File: src/rtl/can_frame_text_parser_unit_defines.svh
// assertion macros for the can frame text parser
// used by the top level only, needs nothing else
`ifndef CAN_FRAME_TEXT_PARSER_UNIT_DEFINES_SVH
`define CAN_FRAME_TEXT_PARSER_UNIT_DEFINES_SVH

// same-cycle implication, disabled while in reset
`define CFTP_ASSERT_NOW(label, clk, rst_n, ante, cons, msg) \
  label: assert property (@(posedge clk) disable iff (!(rst_n)) (ante) |-> (cons)) \
    else $error(msg);

// next-cycle implication, disabled while in reset
`define CFTP_ASSERT_NEXT(label, clk, rst_n, ante, cons, msg) \
  label: assert property (@(posedge clk) disable iff (!(rst_n)) (ante) |=> (cons)) \
    else $error(msg);

`endif

File: src/rtl/cftp_pkg.sv
// shared types and constants of the can frame text parser
// no dependencies
`default_nettype none

package cftp_pkg;

  localparam int DefMaxDataBytes = 8;

  localparam logic [7:0] CharHash = 8'h23;  // '#'
  localparam logic [7:0] CharDot  = 8'h2E;  // '.'
  localparam logic [7:0] CharR    = 8'h52;  // 'R'
  localparam logic [7:0] CharRLow = 8'h72;  // 'r'

  // decoded view of one character
  typedef struct packed {
    logic       hex_ok;
    logic [3:0] hex_val;
    logic       is_hash;
    logic       is_dot;
    logic       is_rtr;
    logic       dlc_ok;   // hex digit 0 to 8
  } char_class_t;

  // one result transfer
  typedef struct packed {
    logic        status;
    logic [11:0] can_id;
    logic        remote_request;
    logic [3:0]  data_length;
    logic [63:0] payload;
  } result_t;

endpackage

`default_nettype wire

File: src/rtl/can_frame_text_parser_unit.sv
// top level of the can frame text parser: input register, decoder, parser
// depends on cftp_pkg, cftp_char_class, cftp_parser and the defines header
//
// usage
// - input channel: one ascii character per transfer on char_code_i, with
//   is_last_i high on the final character of a frame text such as 123#DEADBEEF
// - output channel: one result per text (status, can_id, remote_request,
//   data_length, payload), nothing for the characters before the last
// - throughput: one character per cycle unless a last character is stalled;
//   the parse state is a single register set updated by one pass of short logic per character
// - result path: a last character is held first in the input register and
//   then in the result register (one stage in each), with a stall possible
//   between them while the result register is occupied
// - stall: characters that are not last keep flowing while a result waits;
//   a last character holds in the input register until the result register
//   is free, and in_ready_o drops once that register is also occupied
// - reset: all state clears, the parser waits for the first identifier
//   digit, no result is pending
`default_nettype none

`include "can_frame_text_parser_unit_defines.svh"

module can_frame_text_parser_unit #(
  parameter int MaxDataBytes = cftp_pkg::DefMaxDataBytes
) (
  input  wire logic        clk_i,
  input  wire logic        rst_ni,
  input  wire logic        in_valid_i,
  output logic             in_ready_o,
  input  wire logic [7:0]  char_code_i,
  input  wire logic        is_last_i,
  output logic             out_valid_o,
  input  wire logic        out_ready_i,
  output logic             status_o,
  output logic [11:0]      can_id_o,
  output logic             remote_request_o,
  output logic [3:0]       data_length_o,
  output logic [63:0]      payload_o
);

  // input register
  logic       s1_valid_q, s1_valid_d;
  logic [7:0] s1_char_q;
  logic       s1_last_q;
  logic       s1_fire;
  logic       in_fire;

  cftp_pkg::char_class_t cls;
  cftp_pkg::result_t     res;
  logic                  res_valid;

  // a last character may only move on when the result slot is free
  assign s1_fire    = s1_valid_q && !(s1_last_q && res_valid && !out_ready_i);
  assign in_ready_o = !s1_valid_q || s1_fire;
  assign in_fire    = in_valid_i && in_ready_o;

  always_comb begin
    s1_valid_d = s1_valid_q;
    if (in_fire) s1_valid_d = 1'b1;
    else if (s1_fire) s1_valid_d = 1'b0;
  end

  always_ff @(posedge clk_i or negedge rst_ni) begin
    if (!rst_ni) begin
      s1_valid_q <= 1'b0;
    end else begin
      s1_valid_q <= s1_valid_d;
    end
  end

  // payload of the input stage, loaded on every input transfer
  always_ff @(posedge clk_i) begin
    if (in_fire) begin
      s1_char_q <= char_code_i;
      s1_last_q <= is_last_i;
    end
  end

  cftp_char_class u_char_class (
    .char_i (s1_char_q),
    .cls_o  (cls)
  );

  cftp_parser #(
    .MaxDataBytes (MaxDataBytes)
  ) u_parser (
    .clk_i       (clk_i),
    .rst_ni      (rst_ni),
    .take_i      (s1_fire),
    .last_i      (s1_last_q),
    .cls_i       (cls),
    .out_ready_i (out_ready_i),
    .out_valid_o (res_valid),
    .res_o       (res)
  );

  assign out_valid_o      = res_valid;
  assign status_o         = res.status;
  assign can_id_o         = res.can_id;
  assign remote_request_o = res.remote_request;
  assign data_length_o    = res.data_length;
  assign payload_o        = res.payload;

  // checks
  `CFTP_ASSERT_NOW(a_err_fields_zero, clk_i, rst_ni, out_valid_o && status_o, can_id_o == 12'd0 && !remote_request_o && data_length_o == 4'd0 && payload_o == 64'd0, "error result carries nonzero fields")
  `CFTP_ASSERT_NOW(a_rtr_no_payload, clk_i, rst_ni, out_valid_o && remote_request_o, payload_o == 64'd0 && !status_o, "remote frame carries payload")
  `CFTP_ASSERT_NOW(a_len_range, clk_i, rst_ni, out_valid_o, data_length_o <= 4'd8, "data length above eight")
  `CFTP_ASSERT_NOW(a_stall_cause, clk_i, rst_ni, !in_ready_o, s1_valid_q && s1_last_q && res_valid && !out_ready_i, "input stalled without a blocked result")
  `CFTP_ASSERT_NEXT(a_last_gives_result, clk_i, rst_ni, s1_fire && s1_last_q, res_valid, "last character produced no result")

endmodule

`default_nettype wire

File: src/rtl/cftp_char_class.sv
// character decoder: hex value and special character flags
// depends on cftp_pkg
`default_nettype none

module cftp_char_class (
  input  wire logic [7:0]          char_i,
  output cftp_pkg::char_class_t    cls_o
);

  always_comb begin
    cls_o = '0;
    if (char_i inside {[8'h30:8'h39]}) begin
      cls_o.hex_ok  = 1'b1;
      cls_o.hex_val = char_i[3:0];
    end else if (char_i inside {[8'h41:8'h46], [8'h61:8'h66]}) begin
      // 'A'..'F' and 'a'..'f' share the low three bits
      cls_o.hex_ok  = 1'b1;
      cls_o.hex_val = 4'(char_i[2:0]) + 4'd9;
    end
    cls_o.dlc_ok  = char_i inside {[8'h30:8'h38]};
    cls_o.is_hash = (char_i == cftp_pkg::CharHash);
    cls_o.is_dot  = (char_i == cftp_pkg::CharDot);
    cls_o.is_rtr  = (char_i == cftp_pkg::CharR) || (char_i == cftp_pkg::CharRLow);
  end

endmodule

`default_nettype wire

File: src/rtl/cftp_parser.sv
// parse state machine and result register
// depends on cftp_pkg
`default_nettype none

module cftp_parser #(
  parameter int MaxDataBytes = cftp_pkg::DefMaxDataBytes
) (
  input  wire logic                  clk_i,
  input  wire logic                  rst_ni,
  input  wire logic                  take_i,
  input  wire logic                  last_i,
  input  cftp_pkg::char_class_t      cls_i,
  input  wire logic                  out_ready_i,
  output logic                       out_valid_o,
  output cftp_pkg::result_t          res_o
);

  typedef enum logic [2:0] {
    PhHead, PhFirst, PhByteStart, PhNeedHigh, PhNeedLow, PhRtrDlc, PhDone
  } phase_e;

  phase_e      phase_q, phase_d, phase_upd;
  logic [1:0]  pos_q, pos_d;
  logic [11:0] id_q, id_d, id_upd;
  logic [3:0]  count_q, count_d, count_upd;
  logic [3:0]  nib_q, nib_d, nib_upd;
  logic [63:0] pay_q, pay_d, pay_upd;
  logic        rtr_q, rtr_d, rtr_upd;
  logic [3:0]  dlc_q, dlc_d, dlc_upd;
  logic        err_q, err_d, err_upd;
  logic        out_valid_q, out_valid_d;
  cftp_pkg::result_t res_q, res_d;

  logic        start_byte;
  logic        bad;
  logic [7:0]  data_byte;

  assign data_byte = {nib_q, cls_i.hex_val};

  always_comb begin
    phase_upd  = phase_q;
    id_upd     = id_q;
    count_upd  = count_q;
    nib_upd    = nib_q;
    pay_upd    = pay_q;
    rtr_upd    = rtr_q;
    dlc_upd    = dlc_q;
    err_upd    = err_q;
    start_byte = 1'b0;

    if (take_i && !err_q) begin
      case (phase_q)
        PhHead: begin
          if (pos_q != 2'd3) begin
            if (cls_i.hex_ok) id_upd = {id_q[7:0], cls_i.hex_val};
            else err_upd = 1'b1;
          end else if (cls_i.is_hash) begin
            phase_upd = PhFirst;
          end else begin
            err_upd = 1'b1;
          end
        end
        PhFirst: begin
          if (cls_i.is_rtr) begin
            rtr_upd   = 1'b1;
            phase_upd = PhRtrDlc;
          end else begin
            start_byte = 1'b1;
          end
        end
        PhByteStart: start_byte = 1'b1;
        PhNeedHigh: begin
          if (cls_i.hex_ok) begin
            nib_upd   = cls_i.hex_val;
            phase_upd = PhNeedLow;
          end else begin
            err_upd = 1'b1;
          end
        end
        PhNeedLow: begin
          if (cls_i.hex_ok) begin
            pay_upd   = pay_q | (64'(data_byte) << {count_q[2:0], 3'b000});
            count_upd = count_q + 4'd1;
            phase_upd = (count_upd >= 4'(MaxDataBytes)) ? PhDone : PhByteStart;
          end else begin
            err_upd = 1'b1;
          end
        end
        PhRtrDlc: begin
          if (cls_i.dlc_ok) dlc_upd = cls_i.hex_val;
          phase_upd = PhDone;
        end
        default: ;
      endcase

      // optional separator, else the high nibble
      if (start_byte) begin
        if (cls_i.is_dot) begin
          phase_upd = PhNeedHigh;
        end else if (cls_i.hex_ok) begin
          nib_upd   = cls_i.hex_val;
          phase_upd = PhNeedLow;
        end else begin
          err_upd = 1'b1;
        end
      end
    end
  end

  assign bad = err_upd || (phase_upd == PhHead) || (phase_upd == PhNeedLow);

  always_comb begin
    pos_d   = (take_i && pos_q != 2'd3) ? pos_q + 2'd1 : pos_q;
    phase_d = phase_upd;
    id_d    = id_upd;
    count_d = count_upd;
    nib_d   = nib_upd;
    pay_d   = pay_upd;
    rtr_d   = rtr_upd;
    dlc_d   = dlc_upd;
    err_d   = err_upd;
    if (take_i && last_i) begin
      // back to the start of a new text
      pos_d   = '0;
      phase_d = PhHead;
      id_d    = '0;
      count_d = '0;
      nib_d   = '0;
      pay_d   = '0;
      rtr_d   = 1'b0;
      dlc_d   = '0;
      err_d   = 1'b0;
    end

    res_d                = res_q;
    out_valid_d          = out_valid_q;
    if (take_i && last_i) begin
      out_valid_d          = 1'b1;
      res_d.status         = bad;
      res_d.can_id         = bad ? '0 : id_upd;
      res_d.remote_request = !bad && rtr_upd;
      res_d.data_length    = bad ? '0 : (rtr_upd ? dlc_upd : count_upd);
      res_d.payload        = (bad || rtr_upd) ? '0 : pay_upd;
    end else if (out_ready_i) begin
      out_valid_d = 1'b0;
    end
  end

  always_ff @(posedge clk_i or negedge rst_ni) begin
    if (!rst_ni) begin
      phase_q     <= PhHead;
      pos_q       <= '0;
      id_q        <= '0;
      count_q     <= '0;
      nib_q       <= '0;
      pay_q       <= '0;
      rtr_q       <= 1'b0;
      dlc_q       <= '0;
      err_q       <= 1'b0;
      out_valid_q <= 1'b0;
      res_q       <= '0;
    end else begin
      phase_q     <= phase_d;
      pos_q       <= pos_d;
      id_q        <= id_d;
      count_q     <= count_d;
      nib_q       <= nib_d;
      pay_q       <= pay_d;
      rtr_q       <= rtr_d;
      dlc_q       <= dlc_d;
      err_q       <= err_d;
      out_valid_q <= out_valid_d;
      res_q       <= res_d;
    end
  end

  assign out_valid_o = out_valid_q;
  assign res_o       = res_q;

endmodule

`default_nettype wire

File: config.mk
export PLATFORM = sky130hd
export DESIGN_NAME = can_frame_text_parser_unit
export DESIGN_NICKNAME = d
export VERILOG_FILES = /design/src/rtl/cftp_pkg.sv /design/src/rtl/can_frame_text_parser_unit.sv /design/src/rtl/cftp_char_class.sv /design/src/rtl/cftp_parser.sv
export VERILOG_INCLUDE_DIRS = /design/src /design/src/rtl
export SDC_FILE = /design/constraint.sdc
export NUM_CORES = 1
export LEC_CHECK = 0
export BUFFER_PORTS_ARGS = -buffer_cell sky130_fd_sc_hd__buf_2
export CORE_MARGIN = 1
export CORE_UTILIZATION = 55
export CTS_CLUSTER_DIAMETER = 80
export CTS_CLUSTER_SIZE = 10
export DETAILED_ROUTE_END_ITERATION = 8
export PLACE_DENSITY = 0.76
export SLEW_MARGIN = 20
export SYNTH_ARGS = -nofsm -noshare
export SYNTH_HDL_FRONTEND = slang
export SYNTH_SLANG_ARGS = --single-unit
File: constraint.sdc
create_clock -name clk_i -period 5.76 [get_ports clk_i]
set_input_delay 1.152 -clock clk_i [delete_from_list [all_inputs] [get_ports clk_i]]
set_output_delay 1.152 -clock clk_i [all_outputs]
set_load 0.05 [all_outputs]
==> impl_metrics.ini <==
[status]
outcome = complete, no violations

[cells_and_area]
drive_above_1_share_pct = 19.4
antenna-diode-count = 0
flow.area_growth_from_synthesis_pct = 16.1
final-instance-count-excl-fill = 971
finalNetCount = 802
layout.cell_area.non_filler_mm2 = 0.00873

[grt]
initial_antenna_violation_count = 0
global_route.overflow_total = 0
vias_in_the_first_global_route = 5531
grt_start_max_net_pins = 98
grt_first_pass_wirelength_mm = 28.1
gr-usage-all-layers_pct = 25.7

[die]
floorplan.io_pins = 97
num_rows = 42
coreArea_mm2 = 0.0133
die_width_um = 119
design.die.area_mm2 = 0.0141
chipHeight_um = 119
floorplan.initialDensity_pct = 56.5

[logic_synthesis]
synthTopCellsByArea = dfrtp_1, nor2_1, o21ai_0
post_synth_instance_area_mm2 = 0.00752
yosysWarningCount = 0
synthesis.nets = 724
netlist.area_leader.share_pct = 59.6
avg_cell_area_syn_um2 = 10.7
synth_area_leader_cell = dfrtp_1
synth_cell_types = 59
syn-instance-count = 705
synth_async_sr_flop_share_pct = 95.2
post_synth_most_frequent_cells = dfrtp_1, nor2_1, nand2_1, o21ai_0, a21oi_1
yosys_register_bits = 188
synth_enable_flop_cells = 9
yosysSeqAreaShare_pct = 63.2
most_frequently_used_cell_type_in_the_post_synthesis_netlist = dfrtp_1
synth-main-ff-cell = dfrtp_1

[setup_path]
critical_path.cell_chain = buf_2, nand3b_1, nand3b_1, a2111oi_4, nand2_1, nor3_1, a21oi_1, o21ai_0
ff2ff_setup_slack_ns = 2.44
start_kind = primary input
timing_worst_setup_path_type = primary input to flip-flop
crit_required_ns = 6.11
critPathTopFamily = simple AND/OR/NAND/NOR gates
path_max_fanout = 8
worst_path_largest_cell_delay_ns = 0.81
cp.buffers_inverters = 1
critical_path.slowest_cell = nor3_1
crit_arrival_ns = 3.77
critical_path.reg2reg.startpoint = s1_char_q[0]
worstRegToRegCells = 10
r2r_end = u_parser.res_o[34]
critical_path.endpoint_type = flip-flop
path_common_cell = nand3b_1

[route]
dr.first_iter.drc_count = 456
via_count = 5661
route.detailed.vias_per_inst = 5.83
route.detailed.wl_per_inst_um = 17.7
route.detailed.drc = 0
dr.pass1.iters = 5
antenna_violating_nets_post_route = 0
postRouteWirelength_mm = 17.2

[clocking]
cts_buffer_depth = 2
cts_root_cell = clkbuf_16
cts_hold_buffers = 0
post_cts_resize_count = 0
clk_pin_slew_worst_paths_ns = 0.07
tritoncts.num_buffers = 17
cts_sinks = 188
tritoncts_clock_tree = done
cts-htree-levels = 4
clkLatencyLatePin_ns = 0.43
post_cts_setup_driven_buffer_insertion_count = 0

[power]
power.density_cell_area_mw_per_mm2 = 330
static-leakage-power_nw = 4.32
maximum_vdd_drop_mv = 0.232

[worst_hold_path]
min-delay-start = u_parser.res_o[74]
hp-class = flip-flop to flip-flop
holdPathStages = 2
holdPathEnd = u_parser.res_o[74]

[timing]
finalSetupViolCount = 0
hold_viol_final = 0
final_min_period_over_clock_period_pct = 59.4
skew_ns = 0.0122
hold_slack_ns = 0.466
worst_slew_margin_rel_pct = 29.1
final_critical_delay_including_setup_and_external_delays_ns = 3.42
drv_slew = 0
tightestPinTransition_ns = 1.06
timing.setup.tns_ns = 0
max_freq_ghz = 0.292
rsz0062_at_grt = no

[placement]
gp_congestion = 0.901
place_hpwl_mm = 10.9
cell_area_after_placement_mm2 = 0.00814
place.detailed.instances = 940
portBuffers = 96

[flow_run]
max-cap-violations = 0
[sequential cells by signal, indices dropped and copies added, names as in the netlist, 2 cells and up]
signal / cells
s1_char_q: 8
u_parser.res_o: 82
u_parser.nib_q: 4
u_parser.pay_q: 64
u_parser.id_q: 12
u_parser.phase_q: 3
u_parser.count_q: 4
u_parser.dlc_q: 4
u_parser.pos_q: 2
[metal layers]
layer | share of wire, % | global-route usage (%) | up-vias
met5 | 0 | 0 | -
met4 | 1.6 | 8.86 | 0
met3 | 4.6 | 4.93 | 24
met2 | 49 | 41.0 | 157
met1 | 44 | 35.6 | 2887
li1 | - | - | 2593
[worst max path at each step]
stage	cells after the start	slack, ns	start	endpoint
6_report	8	2.34	out_ready_i	u_parser.res_o[5]
5_1_grt	8	2.09	out_ready_i	u_parser.res_o[6]
4_1_cts	8	2.38	out_ready_i	u_parser.res_o[5]
3_5_place_dp	8	1.96	out_ready_i	u_parser.res_o[1]
3_3_place_gp	9	2.10	out_ready_i	u_parser.res_o[10]
2_1_floorplan	8	2.69	out_ready_i	u_parser.res_o[10]
[metrics by stage]
step           worst slack (ns)  total power, W  util (%)
2_1_floorplan              2.69         0.00166         -
3_3_place_gp               2.10         0.00175      61.2
3_5_place_dp               1.96         0.00176      61.2
4_1_cts                    2.38         0.00290      65.6
5_1_grt                    2.09         0.00298      65.6
6_report                   2.34         0.00288      65.6
[tightest hold or removal path, stage by stage (launching register included)]
cell and delay, ns:
dfrtp_1 0.34, nand2_1 0.05, o41ai_1 0.05
[where the power goes]
part | switching (W) | internal [W] | total [W]
registers | 0.0000532 | 0.00136 | 0.00141
clock network | 0.000494 | 0.000646 | 0.00114
logic | 0.000239 | 0.0000941 | 0.000333
total | 0.000786 | 0.00210 | 0.00288
[final cells by class]
cell class / count / area (um2)
inverters: 6 / 22.5
flip-flops and latches: 188 / 4750
repair buffers: 103 / 539
clock inverters: 11 / 105
clock buffers: 20 / 478
fillers: 1028 / 4570
well taps: 176 / 220
multi-input cells: 467 / 2610
[placed cells by master, fill, tap and decap left out, types with 4 or more instances in the layout]
| cell | netlist | final |
|---|---|---|
| nor2_1 | 108 | 108 |
| buf_4 | 0 | 7 |
| dfrtp_1 | 179 | 179 |
| buf_2 | 1 | 95 |
| nand2_1 | 92 | 92 |
| nand2b_1 | 4 | 4 |
| nor3b_1 | 5 | 5 |
| o21ai_0 | 74 | 72 |
| ha_1 | 6 | 6 |
| xnor2_1 | 4 | 4 |
| o41ai_1 | 13 | 13 |
| nand4_1 | 5 | 5 |
| mux2i_1 | 22 | 22 |
| clkbuf_16 | 0 | 18 |
| edfxtp_1 | 9 | 9 |
| a21oi_1 | 71 | 71 |
| inv_1 | 6 | 6 |
[cell families after synthesis]
| kind of cell | after synthesis | share of synthesized area (%) |
|---|---|---|
| and+or+nand+nor | 244 | 14.3 |
| AOI/OAI and AO/OA | 189 | 15.3 |
| DFF | 188 | 63.2 |
| buffers and inverters | 50 | 2.51 |
| muxes | 23 | 3.13 |
| adders and majority gates | 6 | 0.998 |
| xor gates and xnor gates | 5 | 0.582 |
Note: power is estimated with default switching activity, not from simulation.
